**src/rtl/core/hcsc_pkg.sv**
```systemverilog
// Shared types, constants and helper functions of the constant segment compressor.
package hcsc_pkg;

    localparam int SAMPLE_W       = 16;
    localparam int LEN_W          = 12;
    localparam int WLEN_W         = 5;
    localparam int NWIN_W         = 8;
    localparam int EBND_W         = 15;
    localparam int CFG_IDX_W      = 2;
    localparam int CFG_DATA_W     = 15;
    localparam int MAX_WINDOW_DEF = 16;

    localparam logic [CFG_IDX_W-1:0] CFG_WINDOW_LEN   = 2'd0;
    localparam logic [CFG_IDX_W-1:0] CFG_WINDOWS_PER  = 2'd1;
    localparam logic [CFG_IDX_W-1:0] CFG_ERROR_BOUND  = 2'd2;

    localparam logic [WLEN_W-1:0] WLEN_RST = 5'd8;
    localparam logic [NWIN_W-1:0] NWIN_RST = 8'd4;
    localparam logic [EBND_W-1:0] EBND_RST = 15'd16;

    typedef enum logic [2:0] {
        ST_IDLE,
        ST_CHECK,
        ST_EOS,
        ST_RD,
        ST_EV,
        ST_END
    } ctrl_state_t;

    typedef struct packed {
        logic [LEN_W-1:0]           len;
        logic signed [SAMPLE_W-1:0] value;
        logic                       last;
    } seg_t;

    // floor((lo + hi) / 2)
    function automatic logic signed [SAMPLE_W-1:0] seg_mid(
        input logic signed [SAMPLE_W-1:0] lo,
        input logic signed [SAMPLE_W-1:0] hi
    );
        logic signed [SAMPLE_W:0] s;
        s = (SAMPLE_W+1)'(lo) + (SAMPLE_W+1)'(hi);
        return s[SAMPLE_W:1];
    endfunction

    function automatic logic signed [SAMPLE_W:0] seg_span(
        input logic signed [SAMPLE_W-1:0] lo,
        input logic signed [SAMPLE_W-1:0] hi
    );
        return (SAMPLE_W+1)'(hi) - (SAMPLE_W+1)'(lo);
    endfunction

endpackage

```
**src/rtl/core/hcsc_store.sv**
```systemverilog
// Window sample memory: one write port, one registered read port.
module hcsc_store #(
    parameter int MAX_WINDOW = hcsc_pkg::MAX_WINDOW_DEF,
    localparam int IDX_W = (MAX_WINDOW > 1) ? $clog2(MAX_WINDOW) : 1
) (
    input  logic                                 clk,
    input  logic                                 wr_en,
    input  logic [IDX_W-1:0]                     wr_addr,
    input  logic signed [hcsc_pkg::SAMPLE_W-1:0] wr_data,
    input  logic                                 rd_en,
    input  logic [IDX_W-1:0]                     rd_addr,
    output logic signed [hcsc_pkg::SAMPLE_W-1:0] rd_data
);

    logic signed [hcsc_pkg::SAMPLE_W-1:0] mem [MAX_WINDOW];
    logic signed [hcsc_pkg::SAMPLE_W-1:0] rd_data_reg;

    always_ff @(posedge clk)
    begin
        if (wr_en)
        begin
            mem[wr_addr] <= wr_data;
        end
    end

    always_ff @(posedge clk)
    begin
        if (rd_en)
        begin
            rd_data_reg <= mem[rd_addr];
        end
    end

    assign rd_data = rd_data_reg;

endmodule

```
**src/rtl/core/hcsc_out.sv**
```systemverilog
// Result output register with valid/stall handshake.
module hcsc_out (
    input  logic                                 clk,
    input  logic                                 rst_n,
    input  logic                                 emit_valid,
    input  hcsc_pkg::seg_t                       emit_seg,
    output logic                                 out_free,
    output logic                                 seg_valid,
    input  logic                                 seg_stall,
    output logic [hcsc_pkg::LEN_W-1:0]           seg_length,
    output logic signed [hcsc_pkg::SAMPLE_W-1:0] seg_value,
    output logic                                 run_last
);

    logic           valid_reg;
    logic           valid_next;
    hcsc_pkg::seg_t seg_reg;

    assign out_free = !valid_reg || !seg_stall;

    always_comb
    begin
        valid_next = valid_reg;
        if (emit_valid)
        begin
            valid_next = 1'b1;
        end
        else if (!seg_stall)
        begin
            valid_next = 1'b0;
        end
    end

    always_ff @(posedge clk or negedge rst_n)
    begin
        if (!rst_n)
        begin
            valid_reg <= 1'b0;
        end
        else
        begin
            valid_reg <= valid_next;
        end
    end

    // load only when the slot is empty or being drained
    always_ff @(posedge clk)
    begin
        if (emit_valid)
        begin
            seg_reg <= emit_seg;
        end
    end

    assign seg_valid  = valid_reg;
    assign seg_length = seg_reg.len;
    assign seg_value  = seg_reg.value;
    assign run_last   = seg_reg.last;

endmodule

```
**src/rtl/core/hcsc_ctrl.sv**
```systemverilog
// Sequencer: window and buffer tracking, buffer merge decision and window replay.
module hcsc_ctrl #(
    parameter int MAX_WINDOW = hcsc_pkg::MAX_WINDOW_DEF,
    localparam int IDX_W  = (MAX_WINDOW > 1) ? $clog2(MAX_WINDOW) : 1,
    localparam int FILL_W = $clog2(MAX_WINDOW + 1)
) (
    input  logic                                   clk,
    input  logic                                   rst_n,
    input  logic                                   item_valid,
    output logic                                   item_stall,
    input  logic signed [hcsc_pkg::SAMPLE_W-1:0]   sample,
    input  logic                                   end_of_stream,
    input  logic                                   cfg_wr_en,
    input  logic [hcsc_pkg::CFG_IDX_W-1:0]         cfg_index,
    input  logic [hcsc_pkg::CFG_DATA_W-1:0]        cfg_data,
    output logic                                   wr_en,
    output logic [IDX_W-1:0]                       wr_addr,
    output logic signed [hcsc_pkg::SAMPLE_W-1:0]   wr_data,
    output logic                                   rd_en,
    output logic [IDX_W-1:0]                       rd_addr,
    input  logic signed [hcsc_pkg::SAMPLE_W-1:0]   rd_data,
    input  logic                                   out_free,
    output logic                                   emit_valid,
    output hcsc_pkg::seg_t                         emit_seg
);

    localparam int SW     = hcsc_pkg::SAMPLE_W;
    localparam int NW     = hcsc_pkg::NWIN_W;
    localparam int PROD_W = NW + FILL_W;

    hcsc_pkg::ctrl_state_t state_reg, state_next;

    logic [hcsc_pkg::WLEN_W-1:0] wlen_reg;
    logic [NW-1:0]               nwin_reg;
    logic [hcsc_pkg::EBND_W-1:0] ebnd_reg;

    logic [FILL_W-1:0]  fill_reg, fill_next;
    logic [NW-1:0]      bw_reg, bw_next;
    logic               eos_reg, eos_next;
    logic [FILL_W-1:0]  rp_idx_reg, rp_idx_next;
    logic [FILL_W-1:0]  rp_len_reg, rp_len_next;

    logic signed [SW-1:0] wmin_reg, wmin_next;
    logic signed [SW-1:0] wmax_reg, wmax_next;
    logic signed [SW-1:0] bmin_reg, bmin_next;
    logic signed [SW-1:0] bmax_reg, bmax_next;
    logic signed [SW-1:0] rp_lo_reg, rp_lo_next;
    logic signed [SW-1:0] rp_hi_reg, rp_hi_next;

    logic [FILL_W-1:0]    eff_wlen;
    logic [NW-1:0]        eff_nwin;
    logic signed [SW:0]   lim;
    logic                 win_full;
    logic signed [SW-1:0] nlo, nhi;
    logic                 fits;
    logic                 win_wide;
    logic [NW-1:0]        bw_inc;
    logic                 buf_full;
    logic [NW-1:0]        mul_a;
    logic [PROD_W-1:0]    prod;
    logic [hcsc_pkg::LEN_W-1:0] buf_len;
    logic signed [SW-1:0] ulo, uhi;
    logic                 brk;

    // effective configuration
    always_comb
    begin
        if (wlen_reg < 5'd2)
        begin
            eff_wlen = FILL_W'(2);
        end
        else if (32'(wlen_reg) > 32'(MAX_WINDOW))
        begin
            eff_wlen = FILL_W'(MAX_WINDOW);
        end
        else
        begin
            eff_wlen = FILL_W'(wlen_reg);
        end
        eff_nwin = (nwin_reg < 8'd2) ? 8'd2 : nwin_reg;
        lim      = (SW+1)'({ebnd_reg, 1'b0});
    end

    // merge decision terms
    always_comb
    begin
        win_full = fill_reg >= eff_wlen;
        nlo      = wmin_reg;
        nhi      = wmax_reg;
        if (bw_reg != '0)
        begin
            if (bmin_reg < wmin_reg)
            begin
                nlo = bmin_reg;
            end
            if (bmax_reg > wmax_reg)
            begin
                nhi = bmax_reg;
            end
        end
        fits     = hcsc_pkg::seg_span(nlo, nhi) <= lim;
        win_wide = hcsc_pkg::seg_span(wmin_reg, wmax_reg) > lim;
        bw_inc   = bw_reg + 8'd1;
        buf_full = bw_inc >= eff_nwin;
        mul_a    = (state_reg == hcsc_pkg::ST_CHECK && fits) ? bw_inc : bw_reg;
        prod     = PROD_W'(mul_a) * PROD_W'(eff_wlen);
        buf_len  = hcsc_pkg::LEN_W'(prod);
    end

    // replay step terms
    always_comb
    begin
        ulo = (rd_data < rp_lo_reg) ? rd_data : rp_lo_reg;
        uhi = (rd_data > rp_hi_reg) ? rd_data : rp_hi_reg;
        brk = (rp_len_reg != '0) && (hcsc_pkg::seg_span(ulo, uhi) > lim);
    end

    always_comb
    begin
        state_next  = state_reg;
        fill_next   = fill_reg;
        bw_next     = bw_reg;
        eos_next    = eos_reg;
        rp_idx_next = rp_idx_reg;
        rp_len_next = rp_len_reg;
        wmin_next   = wmin_reg;
        wmax_next   = wmax_reg;
        bmin_next   = bmin_reg;
        bmax_next   = bmax_reg;
        rp_lo_next  = rp_lo_reg;
        rp_hi_next  = rp_hi_reg;

        item_stall  = (state_reg != hcsc_pkg::ST_IDLE);
        wr_en       = 1'b0;
        wr_addr     = fill_reg[IDX_W-1:0];
        wr_data     = sample;
        rd_en       = 1'b0;
        rd_addr     = rp_idx_reg[IDX_W-1:0];
        emit_valid  = 1'b0;
        emit_seg.len   = buf_len;
        emit_seg.value = hcsc_pkg::seg_mid(bmin_reg, bmax_reg);
        emit_seg.last  = 1'b0;

        unique case (state_reg)
            hcsc_pkg::ST_IDLE:
            begin
                if (item_valid)
                begin
                    if (fill_reg < FILL_W'(MAX_WINDOW))
                    begin
                        wr_en = 1'b1;
                        if (fill_reg == '0)
                        begin
                            wmin_next = sample;
                            wmax_next = sample;
                        end
                        else
                        begin
                            if (sample < wmin_reg)
                            begin
                                wmin_next = sample;
                            end
                            if (sample > wmax_reg)
                            begin
                                wmax_next = sample;
                            end
                        end
                        fill_next = fill_reg + FILL_W'(1);
                    end
                    eos_next   = end_of_stream;
                    state_next = hcsc_pkg::ST_CHECK;
                end
            end

            hcsc_pkg::ST_CHECK:
            begin
                if (!win_full)
                begin
                    state_next = eos_reg ? hcsc_pkg::ST_EOS : hcsc_pkg::ST_IDLE;
                end
                else if (fits)
                begin
                    if (buf_full)
                    begin
                        // merged buffer goes out once the output slot is free; nothing can follow it
                        if (out_free)
                        begin
                            emit_valid     = 1'b1;
                            emit_seg.value = hcsc_pkg::seg_mid(nlo, nhi);
                            emit_seg.last  = 1'b1;
                            bw_next        = '0;
                            fill_next      = '0;
                            state_next     = hcsc_pkg::ST_IDLE;
                        end
                    end
                    else
                    begin
                        bmin_next  = nlo;
                        bmax_next  = nhi;
                        bw_next    = bw_inc;
                        fill_next  = '0;
                        state_next = eos_reg ? hcsc_pkg::ST_EOS : hcsc_pkg::ST_IDLE;
                    end
                end
                else if (bw_reg == '0 || out_free)
                begin
                    if (bw_reg != '0)
                    begin
                        emit_valid    = 1'b1;
                        emit_seg.last = !win_wide && !eos_reg;
                    end
                    if (win_wide)
                    begin
                        bw_next     = '0;
                        rp_idx_next = '0;
                        rp_len_next = '0;
                        state_next  = hcsc_pkg::ST_RD;
                    end
                    else
                    begin
                        bmin_next  = wmin_reg;
                        bmax_next  = wmax_reg;
                        bw_next    = 8'd1;
                        fill_next  = '0;
                        state_next = eos_reg ? hcsc_pkg::ST_EOS : hcsc_pkg::ST_IDLE;
                    end
                end
            end

            hcsc_pkg::ST_EOS:
            begin
                if (bw_reg == '0 || out_free)
                begin
                    if (bw_reg != '0)
                    begin
                        emit_valid    = 1'b1;
                        emit_seg.last = (fill_reg == '0);
                    end
                    bw_next     = '0;
                    rp_idx_next = '0;
                    rp_len_next = '0;
                    state_next  = (fill_reg != '0) ? hcsc_pkg::ST_RD : hcsc_pkg::ST_IDLE;
                end
            end

            hcsc_pkg::ST_RD:
            begin
                rd_en      = 1'b1;
                state_next = hcsc_pkg::ST_EV;
            end

            hcsc_pkg::ST_EV:
            begin
                // hold on a break until the output slot frees
                if (!brk || out_free)
                begin
                    if (brk)
                    begin
                        emit_valid     = 1'b1;
                        emit_seg.len   = hcsc_pkg::LEN_W'(rp_len_reg);
                        emit_seg.value = hcsc_pkg::seg_mid(rp_lo_reg, rp_hi_reg);
                        rp_lo_next     = rd_data;
                        rp_hi_next     = rd_data;
                        rp_len_next    = FILL_W'(1);
                    end
                    else if (rp_len_reg == '0)
                    begin
                        rp_lo_next  = rd_data;
                        rp_hi_next  = rd_data;
                        rp_len_next = FILL_W'(1);
                    end
                    else
                    begin
                        rp_lo_next  = ulo;
                        rp_hi_next  = uhi;
                        rp_len_next = rp_len_reg + FILL_W'(1);
                    end
                    rp_idx_next = rp_idx_reg + FILL_W'(1);
                    state_next  = (rp_idx_reg + FILL_W'(1) == fill_reg) ?
                                  hcsc_pkg::ST_END : hcsc_pkg::ST_RD;
                end
            end

            hcsc_pkg::ST_END:
            begin
                if (out_free)
                begin
                    emit_valid     = 1'b1;
                    emit_seg.len   = hcsc_pkg::LEN_W'(rp_len_reg);
                    emit_seg.value = hcsc_pkg::seg_mid(rp_lo_reg, rp_hi_reg);
                    emit_seg.last  = 1'b1;
                    fill_next      = '0;
                    state_next     = hcsc_pkg::ST_IDLE;
                end
            end

            default:
            begin
                state_next = hcsc_pkg::ST_IDLE;
            end
        endcase
    end

    always_ff @(posedge clk or negedge rst_n)
    begin
        if (!rst_n)
        begin
            state_reg <= hcsc_pkg::ST_IDLE;
            fill_reg  <= '0;
            bw_reg    <= '0;
            eos_reg   <= 1'b0;
            wlen_reg  <= hcsc_pkg::WLEN_RST;
            nwin_reg  <= hcsc_pkg::NWIN_RST;
            ebnd_reg  <= hcsc_pkg::EBND_RST;
        end
        else
        begin
            state_reg <= state_next;
            fill_reg  <= fill_next;
            bw_reg    <= bw_next;
            eos_reg   <= eos_next;
            if (cfg_wr_en)
            begin
                unique case (cfg_index)
                    hcsc_pkg::CFG_WINDOW_LEN:
                    begin
                        wlen_reg <= cfg_data[hcsc_pkg::WLEN_W-1:0];
                    end
                    hcsc_pkg::CFG_WINDOWS_PER:
                    begin
                        nwin_reg <= cfg_data[NW-1:0];
                    end
                    hcsc_pkg::CFG_ERROR_BOUND:
                    begin
                        ebnd_reg <= cfg_data[hcsc_pkg::EBND_W-1:0];
                    end
                    default:
                    begin
                        // drop writes to unknown indexes
                    end
                endcase
            end
        end
    end

    always_ff @(posedge clk)
    begin
        rp_idx_reg <= rp_idx_next;
        rp_len_reg <= rp_len_next;
        wmin_reg   <= wmin_next;
        wmax_reg   <= wmax_next;
        bmin_reg   <= bmin_next;
        bmax_reg   <= bmax_next;
        rp_lo_reg  <= rp_lo_next;
        rp_hi_reg  <= rp_hi_next;
    end

endmodule

```
**src/rtl/core/hybrid_constant_segment_compressor.sv**
```systemverilog
// Hybrid piecewise-constant compressor: window store, sequencer and output register.
//
// Input channel: item_valid / item_stall carry one signed 16-bit sample and an
// end_of_stream flag per request. Output channel: seg_valid / seg_stall carry
// one constant segment per request (seg_length, seg_value, run_last); run_last
// marks the final segment caused by one input sample. A sample may cause none.
// Configuration: cfg_wr_en with cfg_index 0 (window_len), 1 (windows_per_buffer)
// or 2 (error_bound) and cfg_data; write only while idle.
// Sequencing: a sample is accepted, then the window/buffer decision is made;
// the decision may emit a buffer segment, and an end of stream adds a
// buffer flush state. A window replay reads the sample memory through
// its single registered read port, a read and an evaluate state per stored
// sample, then an end state emits the final segment. item_stall is high outside idle.
// Segments leave through one output register; while seg_stall is high the
// sequencer holds at the next segment and item_stall stays high.
// Reset (rst_n low, asynchronous) empties window and buffer and restores
// window_len 8, windows_per_buffer 4, error_bound 16; no clearing pass is run.
module hybrid_constant_segment_compressor #(
    parameter int MAX_WINDOW = hcsc_pkg::MAX_WINDOW_DEF
) (
    input  logic                                   clk,
    input  logic                                   rst_n,
    input  logic                                   item_valid,
    output logic                                   item_stall,
    input  logic signed [hcsc_pkg::SAMPLE_W-1:0]   sample,
    input  logic                                   end_of_stream,
    output logic                                   seg_valid,
    input  logic                                   seg_stall,
    output logic [hcsc_pkg::LEN_W-1:0]             seg_length,
    output logic signed [hcsc_pkg::SAMPLE_W-1:0]   seg_value,
    output logic                                   run_last,
    input  logic                                   cfg_wr_en,
    input  logic [hcsc_pkg::CFG_IDX_W-1:0]         cfg_index,
    input  logic [hcsc_pkg::CFG_DATA_W-1:0]        cfg_data
);

    localparam int IDX_W = (MAX_WINDOW > 1) ? $clog2(MAX_WINDOW) : 1;

    logic                                 wr_en;
    logic [IDX_W-1:0]                     wr_addr;
    logic signed [hcsc_pkg::SAMPLE_W-1:0] wr_data;
    logic                                 rd_en;
    logic [IDX_W-1:0]                     rd_addr;
    logic signed [hcsc_pkg::SAMPLE_W-1:0] rd_data;
    logic                                 out_free;
    logic                                 emit_valid;
    hcsc_pkg::seg_t                       emit_seg;

    hcsc_store #(
        .MAX_WINDOW (MAX_WINDOW)
    ) u_store (
        .clk     (clk),
        .wr_en   (wr_en),
        .wr_addr (wr_addr),
        .wr_data (wr_data),
        .rd_en   (rd_en),
        .rd_addr (rd_addr),
        .rd_data (rd_data)
    );

    hcsc_ctrl #(
        .MAX_WINDOW (MAX_WINDOW)
    ) u_ctrl (
        .clk           (clk),
        .rst_n         (rst_n),
        .item_valid    (item_valid),
        .item_stall    (item_stall),
        .sample        (sample),
        .end_of_stream (end_of_stream),
        .cfg_wr_en     (cfg_wr_en),
        .cfg_index     (cfg_index),
        .cfg_data      (cfg_data),
        .wr_en         (wr_en),
        .wr_addr       (wr_addr),
        .wr_data       (wr_data),
        .rd_en         (rd_en),
        .rd_addr       (rd_addr),
        .rd_data       (rd_data),
        .out_free      (out_free),
        .emit_valid    (emit_valid),
        .emit_seg      (emit_seg)
    );

    hcsc_out u_out (
        .clk        (clk),
        .rst_n      (rst_n),
        .emit_valid (emit_valid),
        .emit_seg   (emit_seg),
        .out_free   (out_free),
        .seg_valid  (seg_valid),
        .seg_stall  (seg_stall),
        .seg_length (seg_length),
        .seg_value  (seg_value),
        .run_last   (run_last)
    );

endmodule

```
**config.mk**
```make
export PLATFORM = sky130hd
export DESIGN_NAME = hybrid_constant_segment_compressor
export DESIGN_NICKNAME = d
export VERILOG_FILES = /design/src/rtl/core/hcsc_pkg.sv /design/src/rtl/core/hcsc_store.sv /design/src/rtl/core/hcsc_out.sv /design/src/rtl/core/hcsc_ctrl.sv /design/src/rtl/core/hybrid_constant_segment_compressor.sv
export SDC_FILE = /design/constraint.sdc
export NUM_CORES = 1
export LEC_CHECK = 0
export ABC_AREA = 0
export BUFFER_PORTS_ARGS = -buffer_cell sky130_fd_sc_hd__buf_2
export CAP_MARGIN = 20
export CORE_ASPECT_RATIO = 0.9
export CORE_MARGIN = 2
export CORE_UTILIZATION = 25
export DETAILED_ROUTE_END_ITERATION = 8
export SYNTH_ARGS = -nofsm -noshare
export SYNTH_HDL_FRONTEND = slang
export SYNTH_SLANG_ARGS = --single-unit
export TNS_END_PERCENT = 1
```
**constraint.sdc**
```tcl
create_clock -name clk -period 8.65 [get_ports clk]
set_input_delay 1.2975 -clock clk [delete_from_list [all_inputs] [get_ports clk]]
set_output_delay 1.2975 -clock clk [all_outputs]
set_load 0.02 [all_outputs]
```
[Word level (Yosys, flattened, before mapping)]
Memories as Yosys holds them, arrays and structs flattened. A register that Yosys moved wholly into a read port is not among the register bits.
Index checks and enable logic that the tools add are counted.
Widths: inputs -> output; s select.
Word-level totals
  flip-flop bits (word level): 181
  memory bits (writable): 256
  input port bits: 39
  output and inout bits: 31
  word-level logic and storage cells: 206
  memories: 1
Operators by class
  add/sub/neg operators: 10
  multipliers: 1
  $lt $le $gt $ge: 15
  eq/ne operators: 23
  multiplexer cells: 99
  reductions and logical operators: 38
Memories
  u_store.mem: words 16, width 16, rd ports 1, clocked after Yosys merged registers in 1, wr ports 1, line hcsc_store.sv:15  | logic signed [hcsc_pkg::SAMPLE_W-1:0] mem [MAX_WINDOW];
Operator list (count)
  $mux 16: 23
  $mux 5: 19
  $mux 8: 8
  $mux 28: 2
  $add 16x16->17: 3
  $mux 17: 3
  $sub 16x16->17: 3
  $gt 16x16->1: 3
  $lt 16x16->1: 3
  $pmux 16 s3: 1
  $pmux 5 s3: 3
  $gt 17x17->1: 2
  $mux 3: 10
  $mux 29: 1
  $pmux 12 s2: 1
  $mux 1: 22
  $pmux 3 s6: 1
  $le 17x17->1: 1
  $pmux 8 s2: 1
  $add 5x1->5 const B: 3
  $ne 2x1->1 const B: 7
  $mul 8x5->12: 1
  $reduce_and 4->1: 3
  $logic_not 5->1: 2
  34 further kinds: 60

[Logic depth before layout (Yosys ltp)]
  word-level depth: 11
  depth in mapped cells: 48
  gate-level depth less buffers: 47

[Hierarchy]
From an unflattened synthesis, not the netlist that was laid out.
Second synthesis, totals
  cell total of the unflattened synthesis: 2329
  area, all modules: 28218.3 µm²
By module, submodules not included
  hcsc_ctrl: times used 1, cells each 1865, area each 17107.7 µm², seq. area each 4312.9 µm²
  hcsc_store: times used 1, cells each 432, area each 10203.5 µm², seq. area each 8167.8 µm²
  hcsc_out: times used 1, cells each 32, area each 907.1 µm², seq. area each 895.9 µm²

[Worst setup path after synthesis]
Ideal clock, no wire load.
  kind: register to register
  from: register u_ctrl.bmin_reg[9]
  to: register u_out.seg_reg, in the netlist u_out.seg_length[10], data pin
  setup time: 266 ps
  arrival time: 9312 ps
  required time: 8384 ps
  path slack: -928 ps
  stages on the path, launching flop included: 45
  path buffers: 2
  period minus slack after synthesis: 9578 ps
  path through: edfxtp_1 ha_1 a21o_1 a21o_1 a21o_1 a21o_1 a21o_1 a21oi_1 o21a_1 o21a_1 clkbuf_1 mux2_2 ha_1 buf_2 a221oi_4 o211ai_2 a2111oi_4 nor2_1 [9 not listed] nor2_1 nand2_1 xor2_1 or2_2 fa_1 fa_1 fa_1 inv_1 ha_1 nor2b_1 o21ai_0 a21boi_0 o21ai_0 nand2b_1 a21o_1 a21oi_1 xor2_1 nor2_1
RTL lines
  start, declared: line hcsc_ctrl.sv:45  | logic signed [SW-1:0] bmin_reg, bmin_next;
  start signal, assigned: line hcsc_ctrl.sv:352  | bmin_reg <= bmin_next;
  end signal, assigned: line hcsc_out.sv:51  | seg_reg <= emit_seg;
  end, declared: line hcsc_out.sv:17  | hcsc_pkg::seg_t seg_reg;

==> results.toml <==
[yosys]
synth-edff-count = 407
synth_ff_type = "edfxtp_1"
postSynthAreaPerCell_um2 = 12.36
syn-instance-count = 2261
yosysSeqAreaShare_pct = 47.85
yosys-top-cells-area = "edfxtp_1 44%, ha_1 12%, mux4_2 6.4%"
synth_cell_type_count = 81
synth.cell_area_mm2 = 0.02796
ys_ff_latch = 453
synth_nets = 2597
synthDominantCellAreaShare_pct = 43.72
synth_warnings = 0
synth_top_cell_by_area = "edfxtp_1"
async_flop_share_pct = 10.15

[pwr]
ir_drop_uv = 243.6
power_w = 0.01481
p_leak_nw = 13.33
pwr_density_cell_mw_per_mm2 = 436.4

[cells_and_area]
fillers = 11211
final_cell_mix = "407 x edfxtp_1, 266 x ha_1, 246 x buf_4, 168 x inv_1, 152 x nor2_1"
largest-register = "u_store.mem"
drive_gt1_share_pct = 26.70
largest_reg_flops = 256
layout_commonest_cell = "edfxtp_1"
nNetsFinal = 2906
area_growth_pct = 21.37
final_cell_count_no_fill = 4087

[placement]
place.gp.congestion = 0.8756
dp_cells = 3976
portBuffers = 69
dpl.hpwl_um = 59780

[sta]
fin_crit_sh_pct = 105.6
slew_viol_final = 0
slew_headroom_pct = 25.75
worst_slack_ns = -0.4856
clock_skew_ns = 0.02946
min_period_ns = 9.136
timing.fmax_mhz = 109.5
setup_violations = 6
worstMarginPinSlew_ns = 1.114
rsz0062_at_grt = "yes"
finalHoldViolations = 0

[setup_path]
critical_path_required_ns = 9.02
cp_slowest_cell = "fa_1"
cpLargestDelayFamily = "compound AO/OA/AOI/OAI gates"
path_buf_inv = 4
cpPeakStageDelay_ns = 0.53
path_max_fanout = 6
crit_path_end_kind = "flop"
path_class = "reg -> reg"
cp_data_arrival_time_ns = 9.51
r2r-start = "u_ctrl.wmin_reg[9]"
cp-start-kind = "flop"
reg2reg_depth = 47
endpoint = "u_out.seg_length[10]"
r2r-end = "u_out.seg_length[10]"
critPathMostFrequentCell = "a21o_1"
cp_num_cells = 47
cp-startpoint = "u_ctrl.wmin_reg[9]"
rrSetupSlack_ns = -0.49

[route]
drc = 0
routed_via_density = 4.766
routedWlPerCell_um = 19.46
vias = 19479
drt_first_pass_iters = 5
wl_um = 79520
ant_nets = 0
drtIter0Drc = 1582

[grt]
grt_usage_pct = 13.71
grt_overflow = 0
antenna_found_initial = 4
grt_pass1_vias = 19193
grt_first_pass_wirelength_um = 120000
grt_max_degree = 67

[clock_network]
numCtsBuffers = 49
htree_levels = 2
clockBufferDepth = 3
insertion_delay_ns = 0.62
clk_pin_slew_ns = 0.06
clock-root-buffer = "clkbuf_16"
cts_tree = "yes"
clock-sinks = 453

[status]
violations = "setup timing"
status = "complete, but fails checks"

[floorplanning]
die_area_mm2 = 0.1145
chipWidth_um = 356.5
start_util_pct = 25.18
pin_count = 70
die_h_um = 321.2
row_count = 116
core_area_mm2 = 0.1110

[flow_run]
drv_cap = 0

[worst_hold_path]
min_path_cells = 1
hp-class = "reg -> reg"
power breakdown:
part | switching, W | leakage (nW) | internal [W]
clock network | 0.000927 | 0.799 | 0.00125
logic | 0.00510 | 8.28 | 0.00428
registers | 0.000269 | 4.25 | 0.00298
kinds of logic after synthesis:
group / share of synthesized area (%)
fa+ha+maj: 13.91
mux: 12.76
buf+inv: 3.258
simple gates: 8.584
flops: 47.85
xor+xnor: 3.464
compound gates: 10.17
worst register-to-register path, delay by kind of cell (launching register included):
family	cells	cell delay, ns
compound gates	20	3.46
fa+ha+maj	8	2.61
simple gates	11	1.24
xor+xnor	3	0.52
flops	1	0.41
buf+inv	4	0.33
mux	1	0.32
worst min-delay path by stage:
stage / start / end / slack (ns)
2_1_floorplan: u_ctrl.wlen_reg[0] / u_ctrl.wlen_reg[0] / 0.47
3_3_place_gp: u_ctrl.ebnd_reg[5] / u_ctrl.ebnd_reg[5] / 0.49
3_5_place_dp: u_ctrl.ebnd_reg[5] / u_ctrl.ebnd_reg[5] / 0.50
4_1_cts: u_ctrl.wlen_reg[0] / u_ctrl.wlen_reg[0] / 0.51
5_1_grt: u_ctrl.ebnd_reg[8] / u_ctrl.ebnd_reg[8] / 0.54
6_report: u_ctrl.wlen_reg[0] / u_ctrl.wlen_reg[0] / 0.51
Yosys cell counts, types with 22 or more instances:
master,instances
nand2b_1,34
mux2_2,130
dfrtp_1,43
clkbuf_1,45
mux4_2,80
nand3_1,51
edfxtp_1,407
nor2_1,159
ha_1,274
xor2_1,38
xnor2_1,70
o21a_1,22
fa_1,23
nor3_1,50
inv_1,172
o21ai_0,77
a21o_1,61
nor2b_1,24
nand2_1,102
a21oi_1,110
area by class of cell:
class                   count  area (µm²)  area share [%]
diodes                      2       5.005         0.01475
repair buffers            322        2317           6.830
inverters                 172       645.6           1.903
clock inverters            29       327.8          0.9662
multi-input cells        1572       14080           41.49
clock buffers              62        1335           3.935
well taps                1475        1846           5.439
flip-flops and latches    453       13380           39.43
per-layer routing:
metal	global-route usage [%]	wire (µm)	up-vias
met5	0	0	-
met4	2.879	1448	0
met3	2.326	5161	89
met2	20.60	34400	576
met1	20.47	38510	9644
li1	-	-	9170
through the flow:
step / setup slack, ns / instance area (µm²) / util, % / hold slack (ns) / TNS, ns
2_1_floorplan: -0.2279 / 28100 / - / 0.4749 / -0.4415
3_3_place_gp: -0.5276 / 31860 / 28.69 / 0.4899 / -2.054
3_5_place_dp: -0.6795 / 31860 / 28.69 / 0.4965 / -2.988
4_1_cts: -0.4399 / 33800 / 30.44 / 0.5105 / -1.702
5_1_grt: -0.9731 / 33920 / 30.55 / 0.5357 / -5.030
6_report: -0.4856 / 33930 / 30.56 / 0.5054 / -1.901
what timing repair did:
item	4_1_cts	5_1_grt
pin swaps	47	28
setup endpoints to repair	8	9
gates resized for setup	33	15
buffers inserted	12	5
hold buffers	0	0
cloned	1	0
Note: power is estimated with default switching activity, not from simulation.
